File: src/hdl/dlsc_pkg.sv
// Package for the dark line split centroid block.
// Holds shared constants, register indexes and the sequencer state type.
// Also holds the divider control struct. No dependencies.
package dlsc_pkg;

   localparam int MAX_WIDTH_DEF  = 128;
   localparam int MAX_HEIGHT_DEF = 128;
   localparam int FRAC_BITS_DEF  = 4;

   localparam int CFG_W       = 8;
   localparam int THRESH_W    = 10;
   localparam int PIXEL_W     = 8;
   localparam int COUNT_OUT_W = 14;
   localparam int MEAN_W      = 11;
   localparam int CSR_INDEX_W = 2;
   localparam int CSR_DATA_W  = 10;

   localparam logic [CFG_W-1:0]    WIDTH_RESET     = 8'd64;
   localparam logic [CFG_W-1:0]    HEIGHT_RESET    = 8'd64;
   localparam logic [THRESH_W-1:0] THRESHOLD_RESET = 10'd80;
   localparam logic [MEAN_W-1:0]   MEAN_MAX        = 11'd2047;
   localparam int                  AREA_SHIFT      = 3;

   localparam logic [CSR_INDEX_W-1:0] CSR_FRAME_WIDTH    = 2'd0;
   localparam logic [CSR_INDEX_W-1:0] CSR_FRAME_HEIGHT   = 2'd1;
   localparam logic [CSR_INDEX_W-1:0] CSR_DARK_THRESHOLD = 2'd2;

   typedef enum logic [1:0] {
      ST_ACCUM,
      ST_LAUNCH,
      ST_DIVIDE
   } seq_state_type;

   typedef struct packed {
      logic start;
      logic done;
   } div_ctrl_type;

endpackage

File: src/hdl/dlsc_divider.sv
// Restoring divider, one quotient bit per cycle.
// Depends on dlsc_pkg for the control struct.
module dlsc_divider
   import dlsc_pkg::*;
#(
   parameter int DIVIDEND_W = 25,
   parameter int DIVISOR_W  = 14
) (
   input  logic                  clock,
   input  logic                  reset,
   input  logic                  start,
   input  logic [DIVIDEND_W-1:0] dividend,
   input  logic [DIVISOR_W-1:0]  divisor,
   output div_ctrl_type          status,
   output logic [DIVIDEND_W-1:0] quotient
);

   localparam int CNT_W = $clog2(DIVIDEND_W + 1);

   logic [DIVIDEND_W-1:0] dq_ff, dq_in;
   logic [DIVISOR_W-1:0]  rem_ff, rem_in;
   logic [DIVISOR_W-1:0]  dvs_ff, dvs_in;
   logic [CNT_W-1:0]      cnt_ff, cnt_in;
   logic                  busy_ff, busy_in;
   logic                  done_ff, done_in;
   logic [DIVISOR_W:0]    trial;
   logic [DIVISOR_W:0]    diff;
   logic                  qbit;

   always_comb begin
      trial   = {rem_ff, dq_ff[DIVIDEND_W-1]};
      diff    = trial - {1'b0, dvs_ff};
      qbit    = (trial >= {1'b0, dvs_ff});
      dq_in   = dq_ff;
      rem_in  = rem_ff;
      dvs_in  = dvs_ff;
      cnt_in  = cnt_ff;
      busy_in = busy_ff;
      done_in = 1'b0;
      if (start) begin
         dq_in   = dividend;
         rem_in  = '0;
         dvs_in  = divisor;
         cnt_in  = CNT_W'(DIVIDEND_W);
         busy_in = 1'b1;
      end else if (busy_ff) begin
         dq_in  = {dq_ff[DIVIDEND_W-2:0], qbit};
         rem_in = qbit ? diff[DIVISOR_W-1:0] : trial[DIVISOR_W-1:0];
         cnt_in = cnt_ff - 1'b1;
         if (cnt_ff == CNT_W'(1)) begin
            busy_in = 1'b0;
            done_in = 1'b1;
         end
      end
   end

   always_ff @(posedge clock) begin
      dq_ff  <= dq_in;
      rem_ff <= rem_in;
      dvs_ff <= dvs_in;
      cnt_ff <= cnt_in;
      if (reset) begin
         busy_ff <= 1'b0;
         done_ff <= 1'b0;
      end else begin
         busy_ff <= busy_in;
         done_ff <= done_in;
      end
   end

   assign status.start = start;
   assign status.done  = done_ff;
   assign quotient     = dq_ff;

endmodule

File: src/hdl/dark_line_split_centroid.sv
// Dark line split centroid: one pixel word per cycle while req_ready is high,
// one result word per frame. After the last pixel of a frame the shared divider
// works out the four means in turn from dividends of DW = sum width + FRAC_BITS
// bits; req_ready is low during that time. A result waiting on rsp_ready stalls
// only the next frame end. Synchronous reset restores the register defaults,
// clears positions and sums and drops any pending result word.
module dark_line_split_centroid
   import dlsc_pkg::*;
#(
   parameter int MAX_WIDTH  = MAX_WIDTH_DEF,
   parameter int MAX_HEIGHT = MAX_HEIGHT_DEF,
   parameter int FRAC_BITS  = FRAC_BITS_DEF
) (
   input  logic                   clock,
   input  logic                   reset,
   input  logic                   csr_valid,
   output logic                   csr_ready,
   input  logic [CSR_INDEX_W-1:0] csr_index,
   input  logic [CSR_DATA_W-1:0]  csr_data,
   input  logic                   req_valid,
   output logic                   req_ready,
   input  logic [PIXEL_W-1:0]     req_red,
   input  logic [PIXEL_W-1:0]     req_green,
   input  logic [PIXEL_W-1:0]     req_blue,
   output logic                   rsp_valid,
   input  logic                   rsp_ready,
   output logic                   rsp_line_found,
   output logic [COUNT_OUT_W-1:0] rsp_left_count,
   output logic [COUNT_OUT_W-1:0] rsp_right_count,
   output logic [MEAN_W-1:0]      rsp_left_row_mean,
   output logic [MEAN_W-1:0]      rsp_left_col_mean,
   output logic [MEAN_W-1:0]      rsp_right_row_mean,
   output logic [MEAN_W-1:0]      rsp_right_col_mean
);

   localparam int CW   = (MAX_WIDTH > 1) ? $clog2(MAX_WIDTH) : 1;
   localparam int RW   = (MAX_HEIGHT > 1) ? $clog2(MAX_HEIGHT) : 1;
   localparam int WW   = $clog2(MAX_WIDTH + 1);
   localparam int HW   = $clog2(MAX_HEIGHT + 1);
   localparam int AW   = WW + HW;
   localparam int CNTW = $clog2(((MAX_WIDTH + 1) / 2) * MAX_HEIGHT + 1);
   localparam int SUMW = CNTW + ((CW > RW) ? CW : RW);
   localparam int DW   = SUMW + FRAC_BITS;

   logic [CFG_W-1:0]    fw_ff, fh_ff;
   logic [THRESH_W-1:0] thr_ff;

   seq_state_type state_ff, state_in;

   logic [CW-1:0]   col_ff, col_in;
   logic [RW-1:0]   row_ff, row_in;
   logic [CNTW-1:0] lcnt_ff, lcnt_in, rcnt_ff, rcnt_in;
   logic [SUMW-1:0] lrow_ff, lrow_in, lcol_ff, lcol_in;
   logic [SUMW-1:0] rrow_ff, rrow_in, rcol_ff, rcol_in;
   logic [1:0]      sel_ff, sel_in;

   logic                   rsp_valid_ff, rsp_valid_in;
   logic                   found_ff, found_in;
   logic [COUNT_OUT_W-1:0] lcnt_out_ff, lcnt_out_in, rcnt_out_ff, rcnt_out_in;
   logic [MEAN_W-1:0]      mean_ff [4];
   logic [MEAN_W-1:0]      mean_val;

   logic [WW-1:0]       w;
   logic [HW-1:0]       h;
   logic [THRESH_W-1:0] pix_sum;
   logic                dark;
   logic                row_end;
   logic                frame_end;
   logic                accept;
   logic [CNTW:0]       total;
   logic [AW-1:0]       area;

   logic                div_start;
   logic [DW-1:0]       div_dividend;
   logic [CNTW-1:0]     div_divisor;
   logic [SUMW-1:0]     sel_sum;
   logic [CNTW-1:0]     sel_cnt;
   div_ctrl_type        div_status;
   logic [DW-1:0]       div_quot;

   // configuration registers
   assign csr_ready = 1'b1;

   always_ff @(posedge clock) begin
      if (reset) begin
         fw_ff  <= WIDTH_RESET;
         fh_ff  <= HEIGHT_RESET;
         thr_ff <= THRESHOLD_RESET;
      end else if (csr_valid) begin
         case (csr_index)
            CSR_FRAME_WIDTH:    fw_ff  <= csr_data[CFG_W-1:0];
            CSR_FRAME_HEIGHT:   fh_ff  <= csr_data[CFG_W-1:0];
            CSR_DARK_THRESHOLD: thr_ff <= csr_data[THRESH_W-1:0];
            default: ;
         endcase
      end
   end

   // clamped frame size
   always_comb begin
      if (fw_ff < 8'd2) begin
         w = WW'(2);
      end else if (32'(fw_ff) > MAX_WIDTH) begin
         w = WW'(MAX_WIDTH);
      end else begin
         w = WW'(fw_ff);
      end
      if (fh_ff == 8'd0) begin
         h = HW'(1);
      end else if (32'(fh_ff) > MAX_HEIGHT) begin
         h = HW'(MAX_HEIGHT);
      end else begin
         h = HW'(fh_ff);
      end
   end

   assign pix_sum   = THRESH_W'(req_red) + THRESH_W'(req_green) + THRESH_W'(req_blue);
   assign dark      = (pix_sum < thr_ff);
   assign row_end   = (WW'(col_ff) >= w - 1'b1);
   assign frame_end = row_end && (HW'(row_ff) >= h - 1'b1);
   assign req_ready = (state_ff == ST_ACCUM);
   assign accept    = req_valid && req_ready;

   assign total = {1'b0, lcnt_ff} + {1'b0, rcnt_ff};
   assign area  = (AW'(w) * AW'(h)) >> AREA_SHIFT;

   always_comb begin
      case (sel_ff)
         2'd0: begin sel_sum = lrow_ff; sel_cnt = lcnt_ff; end
         2'd1: begin sel_sum = lcol_ff; sel_cnt = lcnt_ff; end
         2'd2: begin sel_sum = rrow_ff; sel_cnt = rcnt_ff; end
         default: begin sel_sum = rcol_ff; sel_cnt = rcnt_ff; end
      endcase
   end

   assign div_dividend = DW'(sel_sum) << FRAC_BITS;
   assign div_divisor  = (sel_cnt == '0) ? CNTW'(1) : sel_cnt;
   assign mean_val     = (div_quot > DW'(MEAN_MAX)) ? MEAN_MAX : MEAN_W'(div_quot);

   // sequencer
   always_comb begin
      state_in     = state_ff;
      col_in       = col_ff;
      row_in       = row_ff;
      lcnt_in      = lcnt_ff;
      rcnt_in      = rcnt_ff;
      lrow_in      = lrow_ff;
      lcol_in      = lcol_ff;
      rrow_in      = rrow_ff;
      rcol_in      = rcol_ff;
      sel_in       = sel_ff;
      rsp_valid_in = rsp_valid_ff && !rsp_ready;
      found_in     = found_ff;
      lcnt_out_in  = lcnt_out_ff;
      rcnt_out_in  = rcnt_out_ff;
      div_start    = 1'b0;
      case (state_ff)
         ST_ACCUM: begin
            if (accept) begin
               if (dark) begin
                  if (WW'(col_ff) < (w >> 1)) begin
                     lcnt_in = lcnt_ff + 1'b1;
                     lrow_in = lrow_ff + SUMW'(row_ff);
                     lcol_in = lcol_ff + SUMW'(col_ff);
                  end else begin
                     rcnt_in = rcnt_ff + 1'b1;
                     rrow_in = rrow_ff + SUMW'(row_ff);
                     rcol_in = rcol_ff + SUMW'(col_ff);
                  end
               end
               if (!row_end) begin
                  col_in = col_ff + 1'b1;
               end else begin
                  col_in = '0;
                  if (!frame_end) begin
                     row_in = row_ff + 1'b1;
                  end else begin
                     row_in   = '0;
                     sel_in   = 2'd0;
                     state_in = ST_LAUNCH;
                  end
               end
            end
         end
         ST_LAUNCH: begin
            if (!rsp_valid_ff) begin
               found_in    = (AW'(total) > AW'(w)) && (AW'(total) <= area)
                             && (lcnt_ff != '0) && (rcnt_ff != '0);
               lcnt_out_in = COUNT_OUT_W'(lcnt_ff);
               rcnt_out_in = COUNT_OUT_W'(rcnt_ff);
               div_start   = 1'b1;
               state_in    = ST_DIVIDE;
            end
         end
         ST_DIVIDE: begin
            if (div_status.done) begin
               if (sel_ff == 2'd3) begin
                  lcnt_in      = '0;
                  rcnt_in      = '0;
                  lrow_in      = '0;
                  lcol_in      = '0;
                  rrow_in      = '0;
                  rcol_in      = '0;
                  rsp_valid_in = 1'b1;
                  state_in     = ST_ACCUM;
               end else begin
                  sel_in   = sel_ff + 1'b1;
                  state_in = ST_LAUNCH;
               end
            end
         end
         default: state_in = ST_ACCUM;
      endcase
   end

   always_ff @(posedge clock) begin
      if (reset) begin
         state_ff     <= ST_ACCUM;
         col_ff       <= '0;
         row_ff       <= '0;
         lcnt_ff      <= '0;
         rcnt_ff      <= '0;
         lrow_ff      <= '0;
         lcol_ff      <= '0;
         rrow_ff      <= '0;
         rcol_ff      <= '0;
         sel_ff       <= '0;
         rsp_valid_ff <= 1'b0;
      end else begin
         state_ff     <= state_in;
         col_ff       <= col_in;
         row_ff       <= row_in;
         lcnt_ff      <= lcnt_in;
         rcnt_ff      <= rcnt_in;
         lrow_ff      <= lrow_in;
         lcol_ff      <= lcol_in;
         rrow_ff      <= rrow_in;
         rcol_ff      <= rcol_in;
         sel_ff       <= sel_in;
         rsp_valid_ff <= rsp_valid_in;
      end
   end

   always_ff @(posedge clock) begin
      found_ff    <= found_in;
      lcnt_out_ff <= lcnt_out_in;
      rcnt_out_ff <= rcnt_out_in;
      if (state_ff == ST_DIVIDE && div_status.done) begin
         mean_ff[sel_ff] <= mean_val;
      end
   end

   dlsc_divider #(
      .DIVIDEND_W (DW),
      .DIVISOR_W  (CNTW)
   ) u_divider (
      .clock    (clock),
      .reset    (reset),
      .start    (div_start),
      .dividend (div_dividend),
      .divisor  (div_divisor),
      .status   (div_status),
      .quotient (div_quot)
   );

   assign rsp_valid          = rsp_valid_ff;
   assign rsp_line_found     = found_ff;
   assign rsp_left_count     = lcnt_out_ff;
   assign rsp_right_count    = rcnt_out_ff;
   assign rsp_left_row_mean  = mean_ff[0];
   assign rsp_left_col_mean  = mean_ff[1];
   assign rsp_right_row_mean = mean_ff[2];
   assign rsp_right_col_mean = mean_ff[3];

endmodule
File: config.mk
export PLATFORM = sky130hd
export DESIGN_NAME = dark_line_split_centroid
export DESIGN_NICKNAME = d
export VERILOG_FILES = /design/src/hdl/dlsc_pkg.sv /design/src/hdl/dlsc_divider.sv /design/src/hdl/dark_line_split_centroid.sv
export SDC_FILE = /design/constraint.sdc
export NUM_CORES = 1
export LEC_CHECK = 0
export ABC_AREA = 1
export BUFFER_PORTS_ARGS = -buffer_cell sky130_fd_sc_hd__buf_2
export CAP_MARGIN = 30
export CORE_MARGIN = 2
export CORE_UTILIZATION = 30
export DETAILED_ROUTE_END_ITERATION = 8
export PLACE_DENSITY = 0.54
export SLEW_MARGIN = 10
export SYNTH_ARGS = -nofsm -noshare
export SYNTH_HDL_FRONTEND = slang
export SYNTH_SLANG_ARGS = --single-unit
File: constraint.sdc
create_clock -name clock -period 11.55 [get_ports clock]
set_input_delay 1.7325 -clock clock [delete_from_list [all_inputs] [get_ports clock]]
set_output_delay 1.7325 -clock clock [all_outputs]
set_load 0.01 [all_outputs]
* Word level (Yosys, flattened, before mapping)
Memory sizes are Yosys's and may differ from the RTL's. Cells that the tools add are included.
Storage, ports and cells: bits in registers 246, latch bits 0, RAM bits 44, memory bits (read-only) 0, output and inout bits 76, memories kept 1
Memory list:
- mean_ff | depth 4, width 11, rd ports 4, clocked after memory_dff 0, write ports 1, line dark_line_split_centroid.sv:60 | logic [MEAN_W-1:0] mean_ff [4];
Cells by class: add/subtract/negate cells 16, multiply operators 1, divide/modulo/power cells 0, $lt $le $gt $ge 11, equal/unequal tests 18, shifts and indexed selects 0, mux-type cells 64, bitwise logic cells 2, reduce and logical (&&, ||, !) cells 29
Operator list (count):
- two-way mux 21 bit | 14
- case mux 21 bit (2 select lines) | 4
- two-way mux 14 bit | 10
- adder 21 x 7 -> 21 bit | 4
- case mux 21 bit (3 select lines) | 1
- case mux 14 bit (2 select lines) | 2
- two-way mux 25 bit | 2
- two-way mux 8 bit | 4
- adder 14 x 1 -> 14 bit, second input constant | 2
- nonzero test 14 bit | 2
- > comparator 25 x 11 -> 1 bit, second input constant | 1
- two-way mux 2 bit | 10
- AND reduction 6 bit | 3
- >= comparator 7 x 8 -> 1 bit | 2
- > comparator 8 bit, second input constant | 2
- multiplier 8 x 8 -> 16 bit | 1
- subtractor 8 x 1 -> 8 bit, second input constant | 2
- adder 14 x 14 -> 15 bit | 1
- >= comparator 15 x 14 -> 1 bit | 1
- > comparator 15 x 8 -> 1 bit | 1
- <= comparator 15 x 13 -> 1 bit | 1
- adder 7 x 1 -> 7 bit, second input constant | 2
- zero test 14 bit | 1
- two-way mux 7 bit | 2
- 28 further kinds | 66

* Logic depth before layout (Yosys ltp)
depth in word-level cells 10, gate-level depth with buffers 36, depth with buffers taken out 36

* Cells and area by module
A second synthesis with hierarchy kept.
Unflattened totals: cell total of the unflattened synthesis 2860, area total of the unflattened synthesis 20880.0 sq um
Modules (own cells, without submodules):
- dark_line_split_centroid | instances 1, cells an instance 2432, area each 17494.3 sq um, seq. area each 5335.1 sq um
- dlsc_divider | instances 1, cells an instance 428, area each 3385.7 sq um, seq. area each 1591.5 sq um

* Worst setup path after synthesis
OpenSTA, ideal clock, no wires.
path type reg-to-reg, start point register fh_ff[7], end point register found_ff, in the netlist rsp_line_found (data pin), setup time 0.138 ns, arrival 5.627 ns, required time 11.412 ns, setup slack 5.785 ns, cell stages (with the launch flop) 32, buffers on the path 0, clock period less this slack 5.765 ns, path through dfxtp_1 -> clkinv_1 -> nor2_1 -> nor2_1 -> inv_1 -> nor2_1 -> fa_1 -> inv_1 -> fa_1 -> inv_1 -> fa_1 -> inv_1 -> fa_1 -> inv_1 -> ha_1 -> nand2_1 -> nor3_1 -> nor2_1 -> o21ai_0 -> a21oi_1 -> o21a_1 -> xor2_1 -> ha_1 -> nand2_1 -> nor2_1 -> a211oi_1 -> nand2_1 -> nand2_1 -> nand2_1 -> a21oi_1 -> nand4_1 -> nor2_1
On the way: word-level cells in the longest chain between the ends 8, elaborated cells between the ends (all ways) 9, classes of those cells 1 x mul; 2 x order compare; 2 x mux; 4 x reduce/logical
RTL lines:
- from (decl) | line dark_line_split_centroid.sv:45 | logic [CFG_W-1:0] fw_ff, fh_ff;
- from (signal assigned) | line dark_line_split_centroid.sv:92 | CSR_FRAME_HEIGHT: fh_ff <= csr_data[CFG_W-1:0];
- > comparator 8 bit | line dark_line_split_centroid.sv:110 | end else if (32'(fh_ff) > MAX_HEIGHT) begin
- two-way mux 8 bit | line dark_line_split_centroid.sv:110
- two-way mux 8 bit (*) | line dark_line_split_centroid.sv:108 | if (fh_ff == 8'd0) begin
- multiplier 8 x 8 -> 16 bit (*) | line dark_line_split_centroid.sv:125 | assign area = (AW'(w) * AW'(h)) >> AREA_SHIFT;
- <= comparator 15 x 13 -> 1 bit (*) | line dark_line_split_centroid.sv:187 | found_in = (AW'(total) > AW'(w)) && (AW'(total) <= area)
- logical AND 1 bit (*) | line dark_line_split_centroid.sv:187
- logical AND 1 bit (*) (2 in series) | line dark_line_split_centroid.sv:188 | && (lcnt_ff != '0) && (rcnt_ff != '0);
- to (signal assigned) | line dark_line_split_centroid.sv:245 | found_ff <= found_in;
- to (decl) | line dark_line_split_centroid.sv:58 | logic found_ff, found_in;
Mark *: on every way between the ends. The rest lies on a longest branch, timed or not. A chain may end at the register's enable or synchronous reset.

* Final worst setup path
Ends and elaborated chain as after synthesis.

==> impl_metrics.env <==
export IMPL_run_status="finished clean"
export IMPL_synth_compound_area_share_pct=12.2
export IMPL_drt_pass1_iterations=5
export IMPL_place_port_buffers=115
export IMPL_cts_hold_buf=0
export IMPL_fin_nets=3067
export IMPL_critPathMaxStageDelay_ns=0.57
export IMPL_drc_errors=0
export IMPL_synth_simple_gate_area_share_pct=26.3
export IMPL_setup_violations=0
export IMPL_dp_hpwl_um=42300
export IMPL_fmax_mhz=157
export IMPL_utilization_pct=34.3
export IMPL_relSlewSlack_pct=37.6
export IMPL_synth_area_leaders="dfxtp_1 (18%), edfxtp_1 (16%), nand2_1 (11%), ha_1 (9.9%), nor2_1 (6.2%)"
export IMPL_arrival_ns=6.77
export IMPL_track_usage_pct=16.5
export IMPL_fin_crit_sh_pct=55.1
export IMPL_synth_fp_nets=2992
export IMPL_yosys_warnings=0
export IMPL_netlist_area_um2=20300
export IMPL_finalHoldWorstSlack_ns=0.460
export IMPL_grt_max_degree=72
export IMPL_synthXorXnorAreaFrac_pct=5.13
export IMPL_place_congestion=0.900
export IMPL_die_h_um=264
export IMPL_fillers=7227
export IMPL_drv_slew=0
export IMPL_cts_repair_resized=0
export IMPL_power_static_leakage_nw=9.53
export IMPL_critPathCaptureType="flip-flop"
export IMPL_fin_crit_ns=6.36
export IMPL_worstMarginPinSlew_ns=0.933
export IMPL_area_growth_pct=13.1
export IMPL_grt_overflow=0
export IMPL_synth_area_per_cell_um2=7.42
export IMPL_hold_violations=0
export IMPL_ys_ff_latch=290
export IMPL_via_per_inst=4.89
export IMPL_muxShareOfSynthArea_pct=0.0493
export IMPL_clk_insertion_delay_late_ns=0.55
export IMPL_cts_clk_slew_worst_paths_ns=0.06
export IMPL_cts_root_buf="clkbuf_16"
export IMPL_synthAdderAreaFrac_pct=14.9
export IMPL_irDropWorstVdd_uv=92.8
export IMPL_route_vias_total=18200
export IMPL_hold_class="flip-flop to flip-flop"
export IMPL_drv_cap=0
export IMPL_dieArea_um2=69800
export IMPL_powerDensity_nw_per_um2=123
export IMPL_ys_flop_type="dfxtp_1"
export IMPL_cp_max_fo=9
export IMPL_ctsHtreeMaxLevel=2
export IMPL_yosysSeqAreaShare_pct=33.9
export IMPL_cts_buffers=35
export IMPL_tns_ns=0
export IMPL_cp_required_ns=11.96
export IMPL_cpMostUsedCell="nor2_1"
export IMPL_drt_iter0_drc=1334
export IMPL_rsz0062_at_grt="false"
export IMPL_num_antenna_cells=0
export IMPL_initial_utilization_pct=30.3
export IMPL_multiInputGateArea_um2=11900
export IMPL_synth_top_area_share_pct=17.9
export IMPL_async_reset_ff_share_pct=0
export IMPL_start_kind="flip-flop"
export IMPL_ios=117
export IMPL_first_global_vias=17200
export IMPL_core_area_um2=67000
export IMPL_seq_area_um2=6890
export IMPL_wl_per_cell_um=15.6
export IMPL_antenna_found_initial=0
export IMPL_drive_gt1_share_pct=7.32
export IMPL_critical_path_class="flip-flop to flip-flop"
export IMPL_grt_pass1_wl_um=93900
export IMPL_syn_inst=2739
export IMPL_postRouteAntennaNets=0
export IMPL_synth_top_family_by_area="simple AND/OR/NAND/NOR gates"
export IMPL_cts_tree="yes"
export IMPL_synth_enable_flop_cells=108
export IMPL_synth_area_leader_cell="dfxtp_1"
export IMPL_fin_skew_ns=0.0188
export IMPL_die_x_um=264
export IMPL_wl_um=57900
export IMPL_cpMaxStageDelayCell="fa_1"
export IMPL_rows=95
export IMPL_synth_distinct_cells=46
export IMPL_cts_setup_buffers=0
export IMPL_cts_sinks=290
export IMPL_ctsLongestPathBuffers=3
==> cell usage in the layout, fill, tap and decap left out, types with 25 or more instances in the layout <==
cell and n:
ha_1 161, xnor2_1 25, xor2_1 94, inv_1 284
nor3_1 44, nor2_1 334, edfxtp_1 108, a21oi_1 238
clkbuf_16 37, nand4_1 34, o21ai_0 131, buf_2 114
nand2_1 607, nand3_1 213, fa_1 51, dfxtp_1 182
==> path summary, 6_finish.rpt <==
path / start / end / slack, ns / cells after the start
setup / recovery: fh_ff[7] / rsp_line_found / 5.19 / 31
hold reg to reg: u_divider.quotient[3] / u_divider.quotient[3] / 0.46 / 2
setup reg to reg: fh_ff[7] / rsp_line_found / 5.19 / 31
hold / removal: u_divider.quotient[3] / u_divider.quotient[3] / 0.46 / 2
==> state kept, by name, indices dropped and copies added (netlist names), 8 cells and up <==
register and flops:
u_divider.dvs_ff 14, fh_ff 8, rrow_ff 21, lcol_ff 21
mean_ff 44, rcnt_ff 14, rcol_ff 21, rsp_right_count 14
rsp_left_count 14, u_divider.quotient 25, u_divider.rem_ff 14, fw_ff 8
thr_ff 10, lrow_ff 21, lcnt_ff 14
==> logic make-up after synthesis <==
kind of cell / count (synthesis)
xor+xnor: 119
compound gates: 453
buf+inv: 387
mux: 1
flops: 290
fa+ha+maj: 212
other cells: 1
simple gates: 1276
==> synth_stat cells, drive strengths merged, types with 8 or more instances <==
cell and number:
buf 37, clkbuf 56, nand4 34, nor4 14, o221ai 17, nand2 611, a21oi 238, o211ai 15
nand3b 8, nand3 214, xor2 94, nor2 336, dfxtp 182, xnor2 25, edfxtp 108, fa 51
ha 161, inv 288, o21ai 141, nor3 45, a21o 12
==> critical path: cells and delay by family, from the launching register on <==
family	cells	cell delay (ns)
buffers and inverters	6	0.71
XOR/XNOR	1	0.14
flip-flops	1	0.39
adder cells (fa/ha/maj)	6	2.73
AND/OR/NAND/NOR	13	1.41
AO/OA/AOI/OAI	5	0.85
==> where the power goes <==
part	internal, mW	switching (mW)
registers	1.09	0.0422
logic	0.160	0.310
clock network	0.747	0.466
total	2.00	0.818
==> stage by stage <==
step | std cells | total power [mW] | cell area [um2] | setup WS (ns)
final | 3714 | 2.82 | 23000 | 5.19
after global routing | 3714 | 2.96 | 23000 | 4.63
after CTS | 3713 | 2.84 | 23000 | 5.19
after detailed placement | 3649 | 1.62 | 21700 | 5.22
after global placement | 3646 | 1.62 | 21700 | 5.24
after floorplan | 2739 | 1.51 | 20300 | 5.78
==> per-layer routing <==
metal | wire, um | GRT usage, %
met4 | 1140 | 3.99
met2 | 25400 | 26.1
met5 | 0 | 0
met3 | 3360 | 2.70
met1 | 27900 | 23.3
==> layout make-up <==
cell class / instances / area share, %
clock inverter: 15 / 1.17
tap: 873 / 4.75
inverter: 294 / 4.80
multi-input combinational: 2062 / 51.9
sequential: 290 / 30.0
clock buffer: 49 / 4.36
timing repair buffer: 131 / 3.09
No activity file was read; power rests on OpenSTA's default activity.
